<file path="config.mk">
export PLATFORM = sky130hd
export DESIGN_NAME = wake_request_sequencer_core
export DESIGN_NICKNAME = d
export VERILOG_FILES = /design/src/rtl/wrs_pkg.sv /design/src/rtl/wrs_step.sv /design/src/rtl/wake_request_sequencer_core.sv
export VERILOG_INCLUDE_DIRS = /design/src /design/src/rtl
export SDC_FILE = /design/constraint.sdc
export NUM_CORES = 1
export LEC_CHECK = 0
export BUFFER_PORTS_ARGS = -buffer_cell sky130_fd_sc_hd__buf_2
export CAP_MARGIN = 20
export CORE_UTILIZATION = 45
export CTS_CLUSTER_DIAMETER = 50
export DETAILED_ROUTE_END_ITERATION = 6
export PLACE_DENSITY = 0.67
export SKIP_CTS_REPAIR_TIMING = 1
export SLEW_MARGIN = 15
export SYNTH_ARGS = -nofsm -noshare
export SYNTH_HDL_FRONTEND = slang
export SYNTH_SLANG_ARGS = --single-unit
</file>
<file path="constraint.sdc">
create_clock -name clk -period 10.35 [get_ports clk]
set_input_delay 2.07 -clock clk [delete_from_list [all_inputs] [get_ports clk]]
set_output_delay 2.07 -clock clk [all_outputs]
set_load 0.01 [all_outputs]
</file>
<file path="src/rtl/wake_request_sequencer_core_macros.svh">
// assertion macros for the wake request sequencer
// expects clk and rst_n in the scope of use
`ifndef WAKE_REQUEST_SEQUENCER_CORE_MACROS_SVH
`define WAKE_REQUEST_SEQUENCER_CORE_MACROS_SVH

// checked only out of reset
`define WRS_ASSERT(lbl, prop, msg) \
    lbl: assert property (@(posedge clk) disable iff (!rst_n) prop) else $error(msg);

// checked at every edge, reset included
`define WRS_ASSERT_ALWAYS(lbl, prop, msg) \
    lbl: assert property (@(posedge clk) prop) else $error(msg);

`endif

</file>
<file path="src/rtl/wrs_pkg.sv">
// wake request sequencer package: phase codes, register map, reset values
// and the structs shared by the step logic and the top level; no dependencies
`default_nettype none

package wrs_pkg;

    localparam int TIMER_BITS_DEFAULT = 20;
    localparam int CFG_W = 20;
    localparam int CNT_W = 4;
    localparam int CFG_IDX_W = 3;

    typedef enum logic [2:0] {
        PH_IDLE       = 3'd0,
        PH_OBSERVE    = 3'd1,
        PH_CONNECTING = 3'd2,
        PH_BACKOFF    = 3'd3,
        PH_SENDING    = 3'd4,
        PH_CLEANUP    = 3'd5
    } phase_t;

    typedef enum logic [1:0] {
        LINK_PENDING = 2'd0,
        LINK_UP      = 2'd1,
        LINK_BADAUTH = 2'd2,
        LINK_FAIL    = 2'd3
    } link_t;

    localparam logic CMD_REQUEST = 1'b0;
    localparam logic CMD_TICK    = 1'b1;

    localparam logic [CFG_IDX_W-1:0] REG_OBSERVE   = 3'd0;
    localparam logic [CFG_IDX_W-1:0] REG_TIMEOUT   = 3'd1;
    localparam logic [CFG_IDX_W-1:0] REG_DEBOUNCE  = 3'd2;
    localparam logic [CFG_IDX_W-1:0] REG_BACKOFF   = 3'd3;
    localparam logic [CFG_IDX_W-1:0] REG_GAP       = 3'd4;
    localparam logic [CFG_IDX_W-1:0] REG_RETRY_LIM = 3'd5;
    localparam logic [CFG_IDX_W-1:0] REG_PKT_TOTAL = 3'd6;

    localparam logic [CFG_W-1:0] RST_OBSERVE  = 20'd3000;
    localparam logic [CFG_W-1:0] RST_TIMEOUT  = 20'd20000;
    localparam logic [CFG_W-1:0] RST_DEBOUNCE = 20'd90000;
    localparam logic [CFG_W-1:0] RST_BACKOFF  = 20'd1500;
    localparam logic [CFG_W-1:0] RST_GAP      = 20'd200;
    localparam logic [CNT_W-1:0] RST_RETRY_LIM = 4'd2;
    localparam logic [CNT_W-1:0] RST_PKT_TOTAL = 4'd3;

    typedef struct packed {
        logic [CFG_W-1:0] observe_ticks;
        logic [CFG_W-1:0] connect_timeout_ticks;
        logic [CFG_W-1:0] debounce_ticks;
        logic [CFG_W-1:0] backoff_ticks;
        logic [CFG_W-1:0] packet_gap_ticks;
        logic [CNT_W-1:0] retry_limit;
        logic [CNT_W-1:0] packet_total;
    } cfg_t;

    typedef struct packed {
        phase_t           phase;
        logic             request_taken;
        logic             hold_poweroff;
        logic             release_poweroff;
        logic             start_link;
        logic             send_packet;
        logic             link_down;
        logic [CNT_W-1:0] retries_used;
    } result_t;

endpackage

`default_nettype wire

</file>
<file path="src/rtl/wrs_step.sv">
// wake request sequencer step: next phase, timers, counters and result
// pulses for one item; uses wrs_pkg
`default_nettype none

module wrs_step #(
    parameter int TIMER_BITS = wrs_pkg::TIMER_BITS_DEFAULT
) (
    input  wire logic                       cmd,
    input  wire logic                       host_active,
    input  wire logic [1:0]                 link_status,
    input  wire wrs_pkg::cfg_t              cfg,
    input  wire wrs_pkg::phase_t            phase_cur,
    input  wire logic [TIMER_BITS-1:0]      phase_timer_cur,
    input  wire logic [TIMER_BITS-1:0]      since_attempt_cur,
    input  wire logic                       attempt_seen_cur,
    input  wire logic [wrs_pkg::CNT_W-1:0]  retry_count_cur,
    input  wire logic [wrs_pkg::CNT_W-1:0]  sent_count_cur,
    output wrs_pkg::phase_t                 phase_nxt,
    output logic [TIMER_BITS-1:0]           phase_timer_nxt,
    output logic [TIMER_BITS-1:0]           since_attempt_nxt,
    output logic                            attempt_seen_nxt,
    output logic [wrs_pkg::CNT_W-1:0]       retry_count_nxt,
    output logic [wrs_pkg::CNT_W-1:0]       sent_count_nxt,
    output wrs_pkg::result_t                res
);
    import wrs_pkg::*;

    localparam int CMP_W = (TIMER_BITS > CFG_W) ? TIMER_BITS : CFG_W;
    localparam logic [TIMER_BITS-1:0] TMAX = {TIMER_BITS{1'b1}};

    logic [TIMER_BITS-1:0] pt_inc;
    logic [TIMER_BITS-1:0] sa_inc;
    logic [CMP_W-1:0]      pt_ext;
    logic [CNT_W-1:0]      sent_inc;
    logic                  debounce_ok;

    assign pt_inc   = (phase_timer_cur == TMAX) ? TMAX : phase_timer_cur + 1'b1;
    assign sa_inc   = (since_attempt_cur == TMAX) ? TMAX : since_attempt_cur + 1'b1;
    assign pt_ext   = CMP_W'(pt_inc);
    assign sent_inc = sent_count_cur + 1'b1;
    assign debounce_ok = !attempt_seen_cur ||
                         (CMP_W'(since_attempt_cur) >= CMP_W'(cfg.debounce_ticks));

    always_comb
    begin
        phase_nxt         = phase_cur;
        phase_timer_nxt   = phase_timer_cur;
        since_attempt_nxt = since_attempt_cur;
        attempt_seen_nxt  = attempt_seen_cur;
        retry_count_nxt   = retry_count_cur;
        sent_count_nxt    = sent_count_cur;
        res               = '0;

        if (cmd == CMD_REQUEST)
        begin
            if (phase_cur == PH_IDLE && debounce_ok)
            begin
                attempt_seen_nxt  = 1'b1;
                since_attempt_nxt = '0;
                retry_count_nxt   = '0;
                phase_timer_nxt   = '0;
                phase_nxt         = PH_OBSERVE;
                res.request_taken = 1'b1;
                res.hold_poweroff = 1'b1;
            end
        end
        else
        begin
            since_attempt_nxt = sa_inc;
            case (phase_cur)
                PH_OBSERVE:
                begin
                    if (host_active)
                    begin
                        res.release_poweroff = 1'b1;
                        phase_nxt = PH_IDLE;
                    end
                    else if (pt_ext > CMP_W'(cfg.observe_ticks))
                    begin
                        res.start_link  = 1'b1;
                        phase_timer_nxt = '0;
                        phase_nxt       = PH_CONNECTING;
                    end
                    else
                    begin
                        phase_timer_nxt = pt_inc;
                    end
                end
                PH_CONNECTING:
                begin
                    phase_timer_nxt = pt_inc;
                    if (link_status == LINK_UP)
                    begin
                        sent_count_nxt  = '0;
                        phase_timer_nxt = '0;
                        phase_nxt       = PH_SENDING;
                    end
                    else if (link_status == LINK_BADAUTH)
                    begin
                        phase_nxt = PH_CLEANUP;
                    end
                    else if (link_status == LINK_FAIL ||
                             pt_ext > CMP_W'(cfg.connect_timeout_ticks))
                    begin
                        if (retry_count_cur < cfg.retry_limit)
                        begin
                            retry_count_nxt = retry_count_cur + 1'b1;
                            phase_timer_nxt = '0;
                            phase_nxt       = PH_BACKOFF;
                        end
                        else
                        begin
                            phase_nxt = PH_CLEANUP;
                        end
                    end
                end
                PH_BACKOFF:
                begin
                    if (pt_ext > CMP_W'(cfg.backoff_ticks))
                    begin
                        res.start_link  = 1'b1;
                        phase_timer_nxt = '0;
                        phase_nxt       = PH_CONNECTING;
                    end
                    else
                    begin
                        phase_timer_nxt = pt_inc;
                    end
                end
                PH_SENDING:
                begin
                    if (sent_count_cur == '0 || pt_ext >= CMP_W'(cfg.packet_gap_ticks))
                    begin
                        res.send_packet = 1'b1;
                        sent_count_nxt  = sent_inc;
                        phase_timer_nxt = '0;
                        if (sent_inc >= cfg.packet_total)
                        begin
                            phase_nxt = PH_CLEANUP;
                        end
                    end
                    else
                    begin
                        phase_timer_nxt = pt_inc;
                    end
                end
                PH_CLEANUP:
                begin
                    res.link_down = 1'b1;
                    phase_nxt     = PH_IDLE;
                end
                default:
                begin
                    phase_nxt = phase_cur;
                end
            endcase
        end

        res.phase        = phase_nxt;
        res.retries_used = retry_count_nxt;
    end

endmodule

`default_nettype wire

</file>
<file path="src/rtl/wake_request_sequencer_core.sv">
// wake request sequencer top level: register file, input stage, sequencer
// state and result register; uses wrs_pkg, wrs_step and the assertion macros
`default_nettype none

`include "wake_request_sequencer_core_macros.svh"

// Takes one item per clock unless stalled (a wake request or a time tick)
// and gives one result item per input item: the item is held in the input
// register, then goes through the step logic into the result register.
// Sustained rate is one item per clock while out_ready is held high; the
// input side keeps taking items while a result waits, until both stages are
// full. The user must write registers through cfg_we, cfg_index and cfg_data only
// while the block is idle, which the block itself does not enforce; indexes past the register list are ignored.
module wake_request_sequencer_core #(
    parameter int TIMER_BITS = wrs_pkg::TIMER_BITS_DEFAULT
) (
    input  wire logic                          clk,
    input  wire logic                          rst_n,
    input  wire logic                          cfg_we,
    input  wire logic [wrs_pkg::CFG_IDX_W-1:0] cfg_index,
    input  wire logic [wrs_pkg::CFG_W-1:0]     cfg_data,
    input  wire logic                          in_valid,
    output logic                               in_ready,
    input  wire logic                          cmd,
    input  wire logic                          host_active,
    input  wire logic [1:0]                    link_status,
    output logic                               out_valid,
    input  wire logic                          out_ready,
    output logic [2:0]                         phase,
    output logic                               request_taken,
    output logic                               hold_poweroff,
    output logic                               release_poweroff,
    output logic                               start_link,
    output logic                               send_packet,
    output logic                               link_down,
    output logic [wrs_pkg::CNT_W-1:0]          retries_used
);
    import wrs_pkg::*;

    cfg_t                  cfg_reg;
    logic                  in_valid_reg;
    logic                  cmd_reg;
    logic                  host_reg;
    logic [1:0]            link_reg;
    logic                  out_valid_reg;
    result_t               res_reg;

    phase_t                phase_reg;
    logic [TIMER_BITS-1:0] phase_timer_reg;
    logic [TIMER_BITS-1:0] since_attempt_reg;
    logic                  attempt_seen_reg;
    logic [CNT_W-1:0]      retry_count_reg;
    logic [CNT_W-1:0]      sent_count_reg;

    phase_t                phase_next;
    logic [TIMER_BITS-1:0] phase_timer_next;
    logic [TIMER_BITS-1:0] since_attempt_next;
    logic                  attempt_seen_next;
    logic [CNT_W-1:0]      retry_count_next;
    logic [CNT_W-1:0]      sent_count_next;
    result_t               res_next;

    logic                  advance;
    logic                  fire;

    assign advance  = !out_valid_reg || out_ready;
    assign fire     = in_valid_reg && advance;
    assign in_ready = !in_valid_reg || advance;

    always_ff @(posedge clk or negedge rst_n)
    begin
        if (!rst_n)
        begin
            cfg_reg.observe_ticks         <= RST_OBSERVE;
            cfg_reg.connect_timeout_ticks <= RST_TIMEOUT;
            cfg_reg.debounce_ticks        <= RST_DEBOUNCE;
            cfg_reg.backoff_ticks         <= RST_BACKOFF;
            cfg_reg.packet_gap_ticks      <= RST_GAP;
            cfg_reg.retry_limit           <= RST_RETRY_LIM;
            cfg_reg.packet_total          <= RST_PKT_TOTAL;
        end
        else if (cfg_we)
        begin
            case (cfg_index)
                REG_OBSERVE:   cfg_reg.observe_ticks         <= cfg_data;
                REG_TIMEOUT:   cfg_reg.connect_timeout_ticks <= cfg_data;
                REG_DEBOUNCE:  cfg_reg.debounce_ticks        <= cfg_data;
                REG_BACKOFF:   cfg_reg.backoff_ticks         <= cfg_data;
                REG_GAP:       cfg_reg.packet_gap_ticks      <= cfg_data;
                REG_RETRY_LIM: cfg_reg.retry_limit           <= cfg_data[CNT_W-1:0];
                REG_PKT_TOTAL: cfg_reg.packet_total          <= cfg_data[CNT_W-1:0];
                default:       cfg_reg <= cfg_reg;
            endcase
        end
    end

    // input stage
    always_ff @(posedge clk or negedge rst_n)
    begin
        if (!rst_n)
        begin
            in_valid_reg <= 1'b0;
        end
        else if (in_ready)
        begin
            in_valid_reg <= in_valid;
        end
    end

    always_ff @(posedge clk)
    begin
        if (in_valid && in_ready)
        begin
            cmd_reg  <= cmd;
            host_reg <= host_active;
            link_reg <= link_status;
        end
    end

    wrs_step #(
        .TIMER_BITS (TIMER_BITS)
    ) u_step (
        .cmd               (cmd_reg),
        .host_active       (host_reg),
        .link_status       (link_reg),
        .cfg               (cfg_reg),
        .phase_cur         (phase_reg),
        .phase_timer_cur   (phase_timer_reg),
        .since_attempt_cur (since_attempt_reg),
        .attempt_seen_cur  (attempt_seen_reg),
        .retry_count_cur   (retry_count_reg),
        .sent_count_cur    (sent_count_reg),
        .phase_nxt         (phase_next),
        .phase_timer_nxt   (phase_timer_next),
        .since_attempt_nxt (since_attempt_next),
        .attempt_seen_nxt  (attempt_seen_next),
        .retry_count_nxt   (retry_count_next),
        .sent_count_nxt    (sent_count_next),
        .res               (res_next)
    );

    // sequencer state, updated as each item moves into the result register
    always_ff @(posedge clk or negedge rst_n)
    begin
        if (!rst_n)
        begin
            phase_reg         <= PH_IDLE;
            phase_timer_reg   <= '0;
            since_attempt_reg <= '0;
            attempt_seen_reg  <= 1'b0;
            retry_count_reg   <= '0;
            sent_count_reg    <= '0;
        end
        else if (fire)
        begin
            phase_reg         <= phase_next;
            phase_timer_reg   <= phase_timer_next;
            since_attempt_reg <= since_attempt_next;
            attempt_seen_reg  <= attempt_seen_next;
            retry_count_reg   <= retry_count_next;
            sent_count_reg    <= sent_count_next;
        end
    end

    always_ff @(posedge clk or negedge rst_n)
    begin
        if (!rst_n)
        begin
            out_valid_reg <= 1'b0;
        end
        else if (fire)
        begin
            out_valid_reg <= 1'b1;
        end
        else if (out_ready)
        begin
            out_valid_reg <= 1'b0;
        end
    end

    always_ff @(posedge clk)
    begin
        if (fire)
        begin
            res_reg <= res_next;
        end
    end

    assign out_valid        = out_valid_reg;
    assign phase            = res_reg.phase;
    assign request_taken    = res_reg.request_taken;
    assign hold_poweroff    = res_reg.hold_poweroff;
    assign release_poweroff = res_reg.release_poweroff;
    assign start_link       = res_reg.start_link;
    assign send_packet      = res_reg.send_packet;
    assign link_down        = res_reg.link_down;
    assign retries_used     = res_reg.retries_used;

    `WRS_ASSERT(a_taken_observe, out_valid && request_taken |-> phase == PH_OBSERVE, "request taken outside observe")
    `WRS_ASSERT(a_one_pulse, out_valid |-> $onehot0({request_taken, release_poweroff, start_link, send_packet, link_down}), "more than one sequencer pulse")
    `WRS_ASSERT(a_down_idle, out_valid && link_down |-> phase == PH_IDLE, "link down without return to idle")
    `WRS_ASSERT_ALWAYS(a_ready_empty, !out_valid_reg |-> in_ready, "input stalled with empty output")

endmodule

`default_nettype wire
</file>
==> flow_summary.ini, run 1 <==
[timing]
fin_crit_ns = 5.11
setup_viol = 0
finClkSkew_ns = 0.0114
max_freq_mhz = 196
max_slew_margin_pct = 33.1
post-route-worst-setup-slack_ns = 5.24
min_period_over_period_pct = 49.4
fin_tns_setup_ns = 0
report.final.slew_viol_count = 0
rsz0062_at_grt = false
tightest_slew_ns = 0.992
finalHoldViolCount = 0

[pwr]
powerDensity_nw_per_um2 = 209
swShare_pct = 37.4
leakage_uw = 0.00560
internal-power_uw = 1560
pwr-share-comb_pct = 36.3
ir_worst_vdd_uv = 123
p_clk_share_pct = 25.5
p_seq_share_pct = 38.2
p_switching_uw = 935
finalPower_uw = 2500

[cells_and_area]
drive_above_1_share_pct = 15.0
syn_to_final_growth_pct = 10.7
stdcell_area_um2 = 12000
largest_reg_flops = 108
finalNetCount = 1329
n_fill_cell = 2158
finalNonFillerCells = 1517
n_antenna_cell = 0

[synth]
syn-num-nets = 1294
netlist_top_cells_area = dfrtp_1 (30%), ha_1 (13%), dfstp_2 (8.3%)
syn_inst = 1150
async_reset_ff_share_pct = 91.0
syn_avg_cell_area_um2 = 9.39
ys_seq_elements = 178
ys_seq_area_share_pct = 42.4
ys.flop_type = dfrtp_1
netlist_area_um2 = 10800
synth_top_area_share_pct = 29.7
yosysTopAreaCell = dfrtp_1
synth_cell_types = 71
yosys_warnings = 0
synth_edf_count = 16

[detailed_routing]
dr.pass1.iters = 7
vias = 8437
drc_errors = 0
viasPerCell = 5.56
avgRoutedWirePerCell_um = 17.8
wl_um = 27100
ant_nets = 0
first_iter_violations = 597

[die]
die_w_um = 157
core_area_um2 = 23500
start_util_pct = 46.0
die_h_um = 157
fp.dieArea_um2 = 24600
io_pins = 47
placementRows = 56

[worst_setup_path]
slowest_delay_ns = 0.58
path_cells = ha_1 -> and4_1 -> and3_1 -> nand2_1 -> or3_1 -> o21ai_0 -> ha_1 -> and4_1 -> nor4bb_1 -> a21boi_0 -> a2111o_1 -> a21oi_1 -> a211oi_1 -> a22oi_1
r2r_start = phase_timer_reg[0]
cp_num_buf_inv = 0
required_ns = 10.50
crit_cells = 14
path_max_fanout = 17
end_kind = register
critPathArrivalTime_ns = 5.26
reg2reg_depth = 14
r2r-end = phase[0]
endpoint = phase[0]
crit_type = register to register
crit_slowest_cell = nor4bb_1
r2r_slack_ns = 5.24
cp_top_family = simple AND/OR/NAND/NOR gates
worstSetupStartpoint = phase_timer_reg[0]
start_kind = register

[grt]
first_global_vias = 8116
grt_max_degree = 102
grt.overflow.total = 0
antenna_found_initial = 0
grt_pass1_wl_um = 43300
track_usage_pct = 23.2

[placed_design]
io_buffers = 46
gp_congestion = 0.930
dp.cells = 1485
placed_cell_area_um2 = 11400
dp_hpwl_um = 20000
dp_slack_ns = 5.37

[status]
outcome = completed

[clock_tree]
cts_tree = built
clock_latency_ns = 0.44
htree_levels = 4
cts_made_buffers = 17
clockBufferDepth = 2
clk_pin_slew_ns = 0.07
clock_sinks = 178
clockRootBuffer = clkbuf_16

[flow_run]
drv_cap = 0

[hold_path]
min_path_type = register to register
cell usage after synthesis (all sizes together) (10+ instances only):
library cell and count:
ha 112, dfstp 34, a21oi 45, nor2 42, o31ai 33, xnor2 11, nor3 23, inv 145
nand4 18, o21ai 108, nand2b 10, nand3 20, a21o 20, mux2 35, edfxtp 16, nor2b 11
dfrtp 128, clkbuf 39, and2 23, nand2 140
power by group through the flow:
stage                     Sequential, µW  Combinational (µW)  Clock, µW
final                                955                 906        637
after global routing                 971                1020        672
after CTS                            953                 904        645
after detailed placement             965                 896          0
after global placement               961                 872          0
after floorplan                      934                 662          0
per-stage QoR:
stage | hold slack, ns | utilization [%]
detailed placement | 0.490 | 48.5
CTS | 0.505 | 50.9
global route | 0.513 | 50.9
global placement | 0.489 | 48.5
finish | 0.497 | 50.9
floorplan | 0.443 | -
per-layer routing:
metal  GRT usage (%)  vias up  wire length (µm)
li1                -     4098                 -
met1            31.7     4112             12800
met2            37.7      183             12800
met3            3.19       44               871
met4            7.75        0               611
met5               0        -                 0
logic make-up (layout without fill, tap and decap cells):
group | count (synthesis) | count (layout) | share of synthesized area (%)
and+or+nand+nor | 329 | 329 | 15.2
AOI/OAI and AO/OA | 285 | 285 | 17.2
buffers and inverters | 188 | 236 | 6.60
DFF | 178 | 178 | 42.4
adders and majority gates | 112 | 112 | 13.0
muxes | 42 | 42 | 4.30
xor gates and xnor gates | 16 | 16 | 1.30
area by class of cell:
cell class | count | area (µm²) | area share (%)
flip-flops and latches | 178 | 4580 | 38.3
well taps | 319 | 399 | 3.34
clock inverters | 13 | 125 | 1.05
clock buffers | 19 | 433 | 3.62
repair buffers | 58 | 327 | 2.73
inverters | 146 | 548 | 4.58
multi-input cells | 784 | 5540 | 46.4
how the worst min path moves through the flow:
stage                     start               end  depth (start not counted)
2_1_floorplan  attempt_seen_reg  attempt_seen_reg                          1
3_3_place_gp       in_valid_reg         out_valid                          1
3_5_place_dp       in_valid_reg         out_valid                          1
4_1_cts            in_valid_reg         out_valid                          1
5_1_grt             cfg_reg[29]       cfg_reg[29]                          1
6_report           in_valid_reg         out_valid                          1
placed cells by master (no fill, tap or decap), types with 12 or more instances in the layout:
master,n
inv_1,145
nand2_1,140
dfrtp_1,128
ha_1,112
o21ai_0,105
buf_2,45
a21oi_1,44
nor2_1,41
mux2_2,35
dfstp_2,34
o31ai_1,33
and2_1,22
nand3_1,20
nor3_1,20
a21o_1,20
clkbuf_16,17
edfxtp_1,16
nand4_1,15
buf_4,12
worst register-to-register path: stages, from the launching register on:
cell,delay (ns)
dfrtp_1,0.41
ha_1,0.25
and4_1,0.22
and3_1,0.22
nand2_1,0.19
or3_1,0.48
o21ai_0,0.47
ha_1,0.44
and4_1,0.21
nor4bb_1,0.58
a21boi_0,0.42
a2111o_1,0.21
a21oi_1,0.10
a211oi_1,0.43
a22oi_1,0.19
(Power assumes the default switching activity.)
==> run 2: changes to the inputs <==
--- a/config.mk
+++ b/config.mk
@@ -11,7 +11,7 @@
 export CORE_UTILIZATION = 45
 export CTS_CLUSTER_DIAMETER = 50
 export DETAILED_ROUTE_END_ITERATION = 6
-export PLACE_DENSITY = 0.67
+export PLACE_DENSITY = 0.7
 export SKIP_CTS_REPAIR_TIMING = 1
 export SLEW_MARGIN = 15
 export SYNTH_ARGS = -nofsm -noshare
==> constraint.sdc (replaced) <==
create_clock -name clk -period 4.1 [get_ports clk]
set_input_delay 0.82 -clock clk [delete_from_list [all_inputs] [get_ports clk]]
set_output_delay 0.82 -clock clk [all_outputs]
set_load 0.01 [all_outputs]
==> run 2 against run 1 <==
Register-to-register slack got worse by 5.2 ns; critical path depth increased by 3; maximum frequency increased by 26%; sequential power increased to 2.5 times the previous value; sequential share of layout area decreased by 2.9 points; highest routed layer unchanged; non-clock buffer count increased by 74; final area increased by 8.3%; power increased to 2.8 times the previous value; clock power increased to 2.7 times the previous value; first-iteration DRC count increased by 2.5%; sequential cell count unchanged.
==> flow_summary.ini, run 2 (synthesized netlist as in run 1, its figures left out) <==
[status]
outcome = completed

[worst_setup_path]
start_kind = register
required_ns = 4.28
end_kind = register
crit_type = register to register
path_max_fanout = 7
critPathArrivalTime_ns = 4.24

[grt]
use_met2_pct = 38.3
met3_usage_pct = 3.17
antenna_found_initial = 0
grt.overflow.total = 0
met1_usage_pct = 33.4
top_usage_layer = met2
first_global_vias = 8600
grt_max_degree = 69
track_usage_pct = 24.0
grt_pass1_wl_um = 45400

[timing]
post-route-worst-setup-slack_ns = 0.0457
min_period_over_period_pct = 98.9
report.final.slew_viol_count = 0
finClkSkew_ns = 0.0109
max_freq_mhz = 247
fin_crit_ns = 4.05
fin_tns_setup_ns = 0
rsz0062_at_grt = true
setup_viol = 0
max_slew_margin_pct = 30.5
hold_ws_ns = 0.379
tightest_slew_ns = 1.04
finalHoldViolCount = 0

[pwr]
ir_worst_vdd_uv = 377
leakage_uw = 0.00612
powerDensity_nw_per_um2 = 535

[detailed_routing]
drc_errors = 0
ant_nets = 0
first_iter_violations = 612
viasPerCell = 5.58
dr.pass1.iters = 5
wl_um = 29000
vias = 8891
avgRoutedWirePerCell_um = 18.2

[die]
die_h_um = 157
fp.dieArea_um2 = 24600
placementRows = 56
start_util_pct = 46.0
die_w_um = 157
core_area_um2 = 23500
io_pins = 47

[clock_tree]
cts_made_buffers = 17
clockBufferDepth = 2
cts_tree = built
clock_sinks = 178
clk_pin_slew_ns = 0.07
clock_latency_ns = 0.44
clockRootBuffer = clkbuf_16
htree_levels = 4

[cells_and_area]
finalNonFillerCells = 1593
final_common_cell = inv_1
largest_reg_flops = 108
syn_to_final_growth_pct = 19.9
final_cell_mix = inv_1 (143), nand2_1 (137), dfrtp_1 (128)
drive_above_1_share_pct = 23.3
n_antenna_cell = 0
finalNetCount = 1405

[hold_path]
min_path_type = primary input to asynchronous set/reset pin

[placed_design]
dp_slack_ns = -0.324
io_buffers = 46
dp_hpwl_um = 21000
gp_congestion = 0.920
dp.cells = 1551

[flow_run]
drv_cap = 0
run 2: area by class of cell:
| class | count | area, µm² |
|---|---|---|
| Tap cell | 319 | 399 |
| Inverter | 146 | 548 |
| Fill cell | 2033 | 10500 |
| Clock inverter | 9 | 86.3 |
| Multi-Input combinational cell | 786 | 5880 |
| Timing Repair Buffer | 132 | 925 |
| Clock buffer | 23 | 532 |
| Sequential cell | 178 | 4580 |
run 2: where the power goes:
group | total (µW) | switching [µW] | internal [µW]
Sequential | 2410 | 223 | 2190
Clock | 1690 | 710 | 983
Combinational | 2820 | 1600 | 1220
Total | 6930 | 2530 | 4390
run 2: layer usage:
layer | up-vias | part of all wire (%)
li1 | 4270 | -
met1 | 4269 | 45
met2 | 290 | 46
met3 | 62 | 5.3
met5 | - | 0
met4 | 0 | 3.3
run 2: per-stage QoR:
| step | total power [µW] | utilization (%) | instance area [µm²] |
|---|---|---|---|
| finish | 6930 | 55.2 | 12900 |
| global route | 7360 | 55.2 | 12900 |
| CTS | 6600 | 53.3 | 12500 |
| detailed placement | 4890 | 50.7 | 11900 |
| global placement | 4810 | 50.7 | 11900 |
| floorplan | 4030 | - | 10800 |
run 2: final timing paths:
path / slack [ns] / startpoint / depth (start not counted) / end
min: 0.38 / rst_n / 1 / cfg_reg[98]
max in group asynchronous: 2.78 / rst_n / 2 / cfg_reg[5]
max: 0.05 / phase_timer_reg[0] / 17 / retries_used[1]
min reg2reg: 0.49 / in_valid_reg / 1 / out_valid
max reg2reg: 0.05 / phase_timer_reg[0] / 17 / retries_used[1]
min in group clk: 0.49 / in_valid_reg / 1 / out_valid
run 2: worst max-delay path: stages, from the launching register on:
cell and delay (ns):
dfrtp_1 0.36, ha_2 0.18, and4_1 0.20, and3_4 0.21, nand2_4 0.06, or3_4 0.43, and2_1 0.18, inv_1 0.10
buf_4 0.13, ha_1 0.17, nand4_1 0.29, nor4_4 0.29, and4_4 0.32, a2111oi_4 0.04, buf_4 0.18, o311ai_4 0.37
mux2i_1 0.23, o2bb2ai_1 0.07
